===== src/sv/salc_queue.sv =====
// Small first-in first-out queue that decouples the front and back parts.
`default_nettype none
module salc_queue #(
    parameter int WIDTH = 8,
    parameter int DEPTH = 2
) (
    input  wire logic             clk,
    input  wire logic             rst_n,
    input  wire logic             push,
    input  wire logic [WIDTH-1:0] push_data,
    output logic                  full,
    input  wire logic             pop,
    output logic                  not_empty,
    output logic [WIDTH-1:0]      pop_data
);
    localparam int PTR_W = (DEPTH > 1) ? $clog2(DEPTH) : 1;
    localparam int CNT_W = $clog2(DEPTH + 1);

    logic [WIDTH-1:0] store_reg [DEPTH];
    logic [PTR_W-1:0] wr_ptr_reg, wr_ptr_next;
    logic [PTR_W-1:0] rd_ptr_reg, rd_ptr_next;
    logic [CNT_W-1:0] count_reg, count_next;

    assign full      = (count_reg == CNT_W'(DEPTH));
    assign not_empty = (count_reg != '0);
    assign pop_data  = store_reg[rd_ptr_reg];

    always_comb
    begin
        wr_ptr_next = wr_ptr_reg;
        rd_ptr_next = rd_ptr_reg;
        count_next  = count_reg;
        if (push)
        begin
            wr_ptr_next = (wr_ptr_reg == PTR_W'(DEPTH - 1)) ? '0 : wr_ptr_reg + PTR_W'(1);
        end
        if (pop)
        begin
            rd_ptr_next = (rd_ptr_reg == PTR_W'(DEPTH - 1)) ? '0 : rd_ptr_reg + PTR_W'(1);
        end
        if (push && !pop)
        begin
            count_next = count_reg + CNT_W'(1);
        end
        else if (pop && !push)
        begin
            count_next = count_reg - CNT_W'(1);
        end
    end

    always_ff @(posedge clk or negedge rst_n)
    begin
        if (!rst_n)
        begin
            wr_ptr_reg <= '0;
            rd_ptr_reg <= '0;
            count_reg  <= '0;
        end
        else
        begin
            wr_ptr_reg <= wr_ptr_next;
            rd_ptr_reg <= rd_ptr_next;
            count_reg  <= count_next;
        end
    end

    always_ff @(posedge clk)
    begin
        if (push)
        begin
            store_reg[wr_ptr_reg] <= push_data;
        end
    end

`ifndef NO_ASSERTIONS
    a_no_overflow: assert property (@(posedge clk) disable iff (!rst_n)
        push |-> (!full || pop))
        else $error("queue written while full");
    a_no_underflow: assert property (@(posedge clk) disable iff (!rst_n)
        pop |-> not_empty)
        else $error("queue read while empty");
    a_count_bound: assert property (@(posedge clk) disable iff (!rst_n)
        count_reg <= CNT_W'(DEPTH))
        else $error("queue count out of range");
`endif

endmodule
`default_nettype wire


===== config.mk =====
export PLATFORM = sky130hd
export DESIGN_NAME = salc_queue
export DESIGN_NICKNAME = d
export VERILOG_FILES = /design/src/sv/salc_queue.sv
export SDC_FILE = /design/constraint.sdc
export NUM_CORES = 1
export LEC_CHECK = 0
export BUFFER_PORTS_ARGS = -buffer_cell sky130_fd_sc_hd__buf_2
export CAP_MARGIN = 20
export CORE_ASPECT_RATIO = 1.2
export CORE_MARGIN = 4
export CORE_UTILIZATION = 38
export CTS_CLUSTER_DIAMETER = 30
export DETAILED_ROUTE_END_ITERATION = 12
export HOLD_SLACK_MARGIN = 0.05
export SLEW_MARGIN = 20
export SYNTH_ARGS = -nofsm -noshare
export SYNTH_HDL_FRONTEND = slang
export SYNTH_SLANG_ARGS = --single-unit

===== constraint.sdc =====
create_clock -name clk -period 3.54 [get_ports clk]
set_input_delay 1.062 -clock clk [delete_from_list [all_inputs] [get_ports clk]]
set_output_delay 1.062 -clock clk [all_outputs]
set_load 0.05 [all_outputs]

==> summary.md <==
| Metric | Value |
|---|---|
| Status | `complete, no violations` |
| Synth Area per Inst | `18.9 sq um` |
| GRT overflow | `0` |
| Ys Warns | `0` |
| Most frequent cells in the layout | `21 x buf_2, 16 x edfxtp_1, 8 x mux2_2` |
| Largest register FFs | `16` |
| Clock transition at the registers of the reported paths | `0.12 ns` |
| CP Cell Sequence | `mux2_2, buf_2` |
| Syn nets | `54` |
| Post-CTS Hold Fix Bufs | `0` |
| Root Driver | `clkbuf_4` |
| Wire per inst | `13.1 um` |
| Worst Path Class, Setup | `register to primary output` |
| Post-DP HPWL | `824 um` |
| Critical path launch point type | `register` |
| CTS tree | `built` |
| Worst R2R Setup Slack | `2.16 ns` |
| Max-slew violation count | `0` |
| VDD IR-drop max | `444 uV` |
| 1st-iter DRT viols | `11` |
| Clk_skew | `0.0120 ns` |
| Buffer and inverter count on the worst path | `1` |
| Worst setup EP type | `primary output` |
| Clk Latency, worst-skew pair | `0.30 ns` |
| Largest net degree at the start of global routing | `13` |
| Syn Inst Count | `41` |
| Crit path DAT | `1.48 ns` |
| Maxcap violations | `0` |
| DRC violations left | `0` |
| Pre-CTS setup slack | `1.33 ns` |
| Register area share after synthesis | `75.1%` |
| CP delay by family, top | `flip-flops` |
| P&R area growth vs syn | `22.0%` |
| Final setup vio count | `0` |
| Slew HR | `50.8%` |
| Die width | `49.2 um` |
| # IOs | `22` |
| Core ar. | `1890 sq um` |
| Critical path data required time | `2.48 ns` |
| Unrepaired setup endpoints after global routing | `false` |
| Routed Wire Length | `1100 um` |
| Fin crit share | `71.8%` |
| Die area | `2820 sq um` |
| Pwr Density | `946 nW/um^2` |
| Die H | `57.4 um` |
| Worst hold slack | `0.494 ns` |
| Clock Sinks | `20` |
| Final worst slack | `0.999 ns` |
| Routability cong. | `0.622` |
| # resized after CTS | `0` |
| Antenna violations before repair | `0` |
| Most common cell after layout, fill and taps aside | `buf_2` |
| Initial Util | `40.8%` |
| Synth cell types | `13` |
| First-pass GRT wire length | `1810 um` |
| Antenna cell count | `0` |
| Fin crit period | `2.54 ns` |
| Setup TNS | `0 ns` |
| Via count | `391` |
| Critical path peak fanout | `9` |
| IO buf count | `21` |
| Worst Tran Pin Value | `0.737 ns` |
| Vias in the first global route | `422` |
| NumNets Final | `79` |
| Area of the mapped netlist | `773 sq um` |
| Vias/cell | `4.65` |
| Cell row count | `17` |
| FILL cells | `166` |
| Post CTS Setup Buffer Count | `0` |
| Fraction of layout cells with a size suffix above 1 | `53.8%` |
| Slowest library cell on the worst path | `dfrtp_1` |
| All-Layer GR Usage | `8.83%` |
| LEAKAGE | `0.387 nW` |
| H-tree levels | `1` |
| Final Hold Viols | `0` |
| First-pass DRT Iterations | `2` |
| CP max stage delay | `0.58 ns` |
| Yosys reg bits | `20` |
| Cts bufs inserted | `3` |
| Routed Antenna Nets | `0` |
| Fmax | `394 MHz` |
| HP Class | `register to register` |
| CTS max path bufs | `2` |
-- per-layer routing --
layer / share of wire [%] / track usage [%]
met1: 43 / 9.24
met4: 0 / 4.88
met2: 52 / 15.3
met5: 0 / 0
met3: 5.4 / 3.13
-- cell families after synthesis --
family / after synthesis / synth area share [%]
xor+xnor: 5 / 5.66
mux: 8 / 11.7
simple gates: 5 / 4.05
flops: 20 / 75.1
buf+inv: 2 / 1.94
fa+ha+maj: 1 / 1.62
-- where the power goes --
group	total, mW	internal, mW	leakage [nW]	switching (mW)
registers	0.362	0.320	0.197	0.0427
logic	0.347	0.106	0.162	0.241
clock network	0.183	0.114	0.0279	0.0687
total	0.893	0.540	0.387	0.352
-- worst paths after layout --
path | startpoint | end | cells past startpoint
max | rd_ptr_reg | pop_data[7] | 2
min | count_reg[1] | count_reg[1] | 1
max reg2reg | wr_ptr_reg | store_reg[0][4] | 1
min reg2reg | count_reg[1] | count_reg[1] | 1
max in group asynchronous | rst_n | rd_ptr_reg | 1
min in group asynchronous | rst_n | count_reg[1] | 1
-- synth_stat cells (all sizes together) --
library cell  instances  share of area (%)
or2                   1               0.81
mux2                  8                 12
edfxtp               16                 62
and2b                 1                1.1
xnor2                 1                1.1
ha                    1                1.6
nor2                  1               0.48
nor2b                 1               0.81
and2                  1               0.81
dfrtp                 4                 13
xor2                  4                4.5
inv                   1               0.48
buf                   1                1.5
-- per-stage QoR --
stage	cells	cell area, sq um	power (mW)	util [%]
2_1_floorplan	41	773	0.658	-
4_1_cts	84	943	0.903	49.8
6_report	84	943	0.893	49.8
5_1_grt	84	943	0.936	49.8
3_5_place_dp	80	891	0.721	47.1
3_3_place_gp	80	891	0.718	47.1
-- layout make-up --
cell class | count | area (sq um) | share of cell area [%]
sequential | 20 | 581 | 61.5
multi-input combinational | 19 | 178 | 18.8
timing repair buffer | 21 | 105 | 11.1
clock inverter | 1 | 30.0 | 3.18
tap | 19 | 23.8 | 2.52
clock buffer | 3 | 22.5 | 2.39
inverter | 1 | 3.75 | 0.398
No activity file was read; power rests on OpenSTA's default activity.
