### src/sv/salc_pkg.sv
// Package with shared types, widths and codes for the set-associative LRU cache model.
`default_nettype none
package salc_pkg;

    // Default geometry of the line storage.
    localparam int DEF_MAX_SETS = 64;
    localparam int DEF_MAX_WAYS = 8;

    // Entries in the queue between the front and back parts.
    localparam int QUEUE_DEPTH = 2;

    // Field widths.
    localparam int OPCODE_W   = 2;
    localparam int ADDR_W     = 64;
    localparam int TAG_W      = 64;
    localparam int STAMP_W    = 32;
    localparam int CNT_W      = 32;
    localparam int OUTCOME_W  = 2;
    localparam int SET_BITS_W = 3;
    localparam int BLK_BITS_W = 6;
    localparam int WAYS_W     = 4;
    localparam int SPLIT_W    = 7;

    // Configuration port.
    localparam int CFG_IDX_W  = 2;
    localparam int CFG_DATA_W = 6;

    // Stream payload widths, padded to whole bytes.
    localparam int S_TDATA_W = 72;
    localparam int M_TDATA_W = 104;
    localparam int M_PAD_W   = M_TDATA_W - (OUTCOME_W + 1 + 3 * CNT_W);

    typedef enum logic [CFG_IDX_W-1:0] {
        CFG_SET_BITS   = 2'd0,
        CFG_BLOCK_BITS = 2'd1,
        CFG_WAYS       = 2'd2
    } cfg_index_t;

    typedef enum logic [OPCODE_W-1:0] {
        OP_LOAD   = 2'd0,
        OP_STORE  = 2'd1,
        OP_MODIFY = 2'd2
    } opcode_t;

    typedef enum logic [OUTCOME_W-1:0] {
        OUT_HIT   = 2'd0,
        OUT_FILL  = 2'd1,
        OUT_EVICT = 2'd2
    } outcome_t;

    typedef enum logic [1:0] {
        ST_FETCH = 2'b01,
        ST_EXEC  = 2'b10
    } back_state_t;

    // One cache line as kept in the tag store.
    typedef struct packed {
        logic               valid;
        logic [TAG_W-1:0]   tag;
        logic [STAMP_W-1:0] stamp;
    } line_t;

endpackage
`default_nettype wire

### src/sv/salc_front.sv
// Front part: configuration registers and the split of each address into set, tag and way mask.
`default_nettype none
module salc_front #(
    parameter int MAX_SETS = 64,
    parameter int MAX_WAYS = 8,
    parameter int SET_W    = 6
) (
    input  wire logic                             clk,
    input  wire logic                             rst_n,
    input  wire logic                             cfg_we,
    input  wire logic [salc_pkg::CFG_IDX_W-1:0]   cfg_index,
    input  wire logic [salc_pkg::CFG_DATA_W-1:0]  cfg_data,
    input  wire logic [salc_pkg::S_TDATA_W-1:0]   s_tdata,
    output salc_pkg::opcode_t                     opcode,
    output logic [SET_W-1:0]                      set_idx,
    output logic [salc_pkg::TAG_W-1:0]            tag,
    output logic [MAX_WAYS-1:0]                   way_mask
);
    import salc_pkg::*;

    // Largest set-bit count whose set count still fits the storage.
    localparam int SB_MAX = $clog2(MAX_SETS + 1) - 1;

    logic [SET_BITS_W-1:0] set_bits_reg;
    logic [BLK_BITS_W-1:0] block_bits_reg;
    logic [WAYS_W-1:0]     ways_reg;

    logic [SET_BITS_W-1:0] usable_sb;
    logic [SPLIT_W-1:0]    split;
    logic [ADDR_W-1:0]     address;
    logic [ADDR_W-1:0]     shifted;
    logic [SET_W-1:0]      set_mask;

    always_ff @(posedge clk or negedge rst_n)
    begin
        if (!rst_n)
        begin
            set_bits_reg   <= '0;
            block_bits_reg <= '0;
            ways_reg       <= WAYS_W'(1);
        end
        else if (cfg_we)
        begin
            case (cfg_index)
                CFG_SET_BITS:   set_bits_reg   <= cfg_data[SET_BITS_W-1:0];
                CFG_BLOCK_BITS: block_bits_reg <= cfg_data[BLK_BITS_W-1:0];
                CFG_WAYS:       ways_reg       <= cfg_data[WAYS_W-1:0];
                default:        ;
            endcase
        end
    end

    assign address = s_tdata[OPCODE_W +: ADDR_W];
    assign opcode  = opcode_t'(s_tdata[OPCODE_W-1:0]);

    assign usable_sb = (32'(set_bits_reg) > SB_MAX) ? SET_BITS_W'(SB_MAX) : set_bits_reg;
    assign split     = SPLIT_W'(block_bits_reg) + SPLIT_W'(usable_sb);
    assign shifted   = address >> block_bits_reg;
    assign tag       = (split >= SPLIT_W'(ADDR_W)) ? '0 : (address >> split[5:0]);

    always_comb
    begin
        for (int j = 0; j < SET_W; j++)
        begin
            set_mask[j] = (32'(usable_sb) > j);
        end
        // A way is in use when it lies below the configured count; way 0 always is.
        for (int w = 0; w < MAX_WAYS; w++)
        begin
            way_mask[w] = (w == 0) || (32'(ways_reg) > w);
        end
    end

    assign set_idx = shifted[SET_W-1:0] & set_mask;

endmodule
`default_nettype wire

### config.mk
export PLATFORM = sky130hd
export DESIGN_NAME = salc_front
export DESIGN_NICKNAME = d
export VERILOG_FILES = /design/src/sv/salc_pkg.sv /design/src/sv/salc_front.sv
export SDC_FILE = /design/constraint.sdc
export NUM_CORES = 1
export LEC_CHECK = 0
export BUFFER_PORTS_ARGS = -buffer_cell sky130_fd_sc_hd__buf_2
export CAP_MARGIN = 30
export CORE_MARGIN = 2
export CORE_UTILIZATION = 55
export DETAILED_ROUTE_END_ITERATION = 10
export MAX_ROUTING_LAYER = met4
export PLACE_DENSITY_LB_ADDON = 0.1
export SLEW_MARGIN = 5
export SYNTH_ARGS = -nofsm -noshare
export SYNTH_HDL_FRONTEND = slang
export SYNTH_SLANG_ARGS = --single-unit
### constraint.sdc
create_clock -name clk -period 6.7 [get_ports clk]
set_clock_uncertainty 0.2 [all_clocks]
set_input_delay 1.005 -clock clk [delete_from_list [all_inputs] [get_ports clk]]
set_output_delay 1.005 -clock clk [all_outputs]
set_load 0.005 [all_outputs]
==> metrics.cfg <==
[cells_and_area]
n_antenna_cell=0
final_common_cell=buf_2
fin_util_pct=62.5
final_cell_mix=151 x buf_2, 134 x mux4_2, 106 x nand2_1
areaGrowthSynthToFinish_pct=10.7
multi_input_area_sq_um=6610
final_nets=945
final-seq-area_sq_um=332
drive_gt1_share_pct=43.6
largest_reg_flops=6
fin_area_sq_um=8280
fillCellCount=1139

[logic_synthesis]
ys_ff_latch=13
synth_cell_types=64
synth_top_cell_area_share_pct=40.3
synth_area_per_cell_sq_um=9.78
synth_cells=765
yosys_warnings=0
yosys.area.top_type=mux4_2
synth_flop_cell=dfrtp_1
synthArstFlopShare_pct=100
syn_area_sq_um=7480
synth.area.top_cells=mux4_2 40%, mux2i_1 10%, mux2_2 6.9%
synth_nets=852
synth_edf_count=0
synth-seq-area-share_pct=4.36

[sta]
max-slew-margin-rel_pct=38.6
rsz0062_at_grt=no
max_freq_mhz=173
fin_crit_ps=5790
fin_crit_sh_pct=86.5
slew_violations=0
worst-slew-pin-transition_ps=917
finalSetupViolations=0
tns_ps=0
finalHoldViolCount=0

[detailed_routing]
wirelength_mm=26.7
dr_total_vias=7611
via_per_inst=7.37
ant_nets=0
drt-pass1-iter-count=5
wl_per_cell_microns=25.8
route.detailed.drc=0
drt_iter0_drc=736

[clock_tree]
clk_pin_slew_ps=40
postCtsHoldBufs=0
numCtsBuffers=3
post-cts-setup-buffers=0
cts_resized=0
cts.sinks=13
cts-root-buf=clkbuf_16
h-tree-depth=1
cts_tree=built
insertion_delay_ps=240
cts_max_path_buffers=2

[floorplan]
dieArea_sq_um=14600
die_y_microns=121
ioPinCount=163
row_count=42
core_area_sq_um=13200
start_util_pct=56.5
die_width_microns=121

[run]
drv_cap=0

[critical_path]
crit_chain=nand2_1, and2_1, ha_2, fa_4, buf_4, mux4_2, mux4_2, a211oi_1, a211oi_1, buf_2
required_ps=5490
arrival_ps=4590
worstSetupPathType=reg2out
path_max_fanout=32
max_stage_delay_ps=1130
crit_path_top_delay_cell=fa_4
crit_path_end_kind=output port
path_delay_family=adder cells
worst_setup_path_start_kind=flop
crit_buf_inv=2

[status]
status=completed

[power]
seqPwrFrac_pct=3.3
comb_power_share_pct=93.9
power.density_nw_per_um2=479
max-vdd-ir-drop_mv=0.223
power_leakage_nw=3.37
pwr-share-clk_pct=2.8
switching_power_mw=2.08
swShare_pct=52.5
p_int_mw=1.88
finalPower_mw=3.97

[placed_design]
place.gp.congestion=0.967
placed_cell_area_sq_um=8120
io_buffers=151
dp_hpwl_mm=20.6

[grt]
grt_use_total_pct=37.3
grt_pass1_vias=7072
grt_overflow=0
grt_pass1_wl_mm=41.0
grt_max_degree=65
antenna_found_initial=0

[hold_path]
hold_class=reg2reg

-- routing by layer --
layer | up-vias | routed length (microns) | global-route usage, %
li1 | 3260 | - | -
met1 | 3759 | 10600 | 52.9
met2 | 544 | 12500 | 56.6
met3 | 48 | 2740 | 4.76
met4 | 0 | 804 | 11.0
met5 | - | 0 | -
-- power groups by stage --
stage	combinational [mW]	clock (mW)	sequential (mW)
floorplan	2.68	0	0.108
global placement	3.55	0	0.129
detailed placement	3.61	0	0.130
CTS	3.63	0.114	0.130
global route	3.97	0.119	0.135
finish	3.72	0.112	0.129
-- worst register-to-register path, stage by stage, from the launching register on --
cell and delay, ps:
dfrtp_2 360, buf_4 610, mux2_2 330
-- path summary, 6_finish.rpt --
check                                          to  depth (start not counted)               from  slack (ps)
min in group asynchronous       block_bits_reg[5]                          1              rst_n         440
worst min-delay path              set_bits_reg[0]                          1    set_bits_reg[0]         400
worst max register to register  block_bits_reg[0]                          2  block_bits_reg[0]        5140
worst max-delay path                      tag[25]                         10    set_bits_reg[1]         910
worst min register to register    set_bits_reg[0]                          1    set_bits_reg[0]         400
max in group asynchronous             ways_reg[0]                          1              rst_n        5580
-- stage by stage --
stage                     hold WS (ps)  setup slack [ps]  instances
after global placement             355              1300       1024
after detailed placement           375              1220       1026
after floorplan                    334              2280        765
after CTS                          390               935       1030
final                              396               908       1033
after global routing               427               706       1033
-- cell type report --
class | instances | share of cell area, %
clock buffers | 4 | 0.952
inverters | 15 | 0.680
multi-input cells | 652 | 79.8
flip-flops and latches | 13 | 4.00
well taps | 176 | 2.66
repair buffers | 173 | 11.9
-- cells by family after synthesis --
group | count (synthesis) | share of synthesized area [%]
flops | 13 | 4.36
mux | 258 | 58.1
compound gates | 169 | 15.4
other cells | 1 | 0.0501
fa+ha+maj | 4 | 0.769
simple gates | 214 | 12.7
xor+xnor | 6 | 0.803
buf+inv | 100 | 7.78
-- Yosys cell counts, drive strengths merged (13+ instances only) --
| library cell | count |
|---|---|
| o221ai | 13 |
| mux2i | 76 |
| nor2 | 51 |
| inv | 14 |
| o21ai | 31 |
| nand2 | 106 |
| a211oi | 22 |
| buf | 60 |
| mux2 | 46 |
| mux4 | 136 |
| a21oi | 35 |
| clkbuf | 25 |
(Power assumes the default switching activity.)
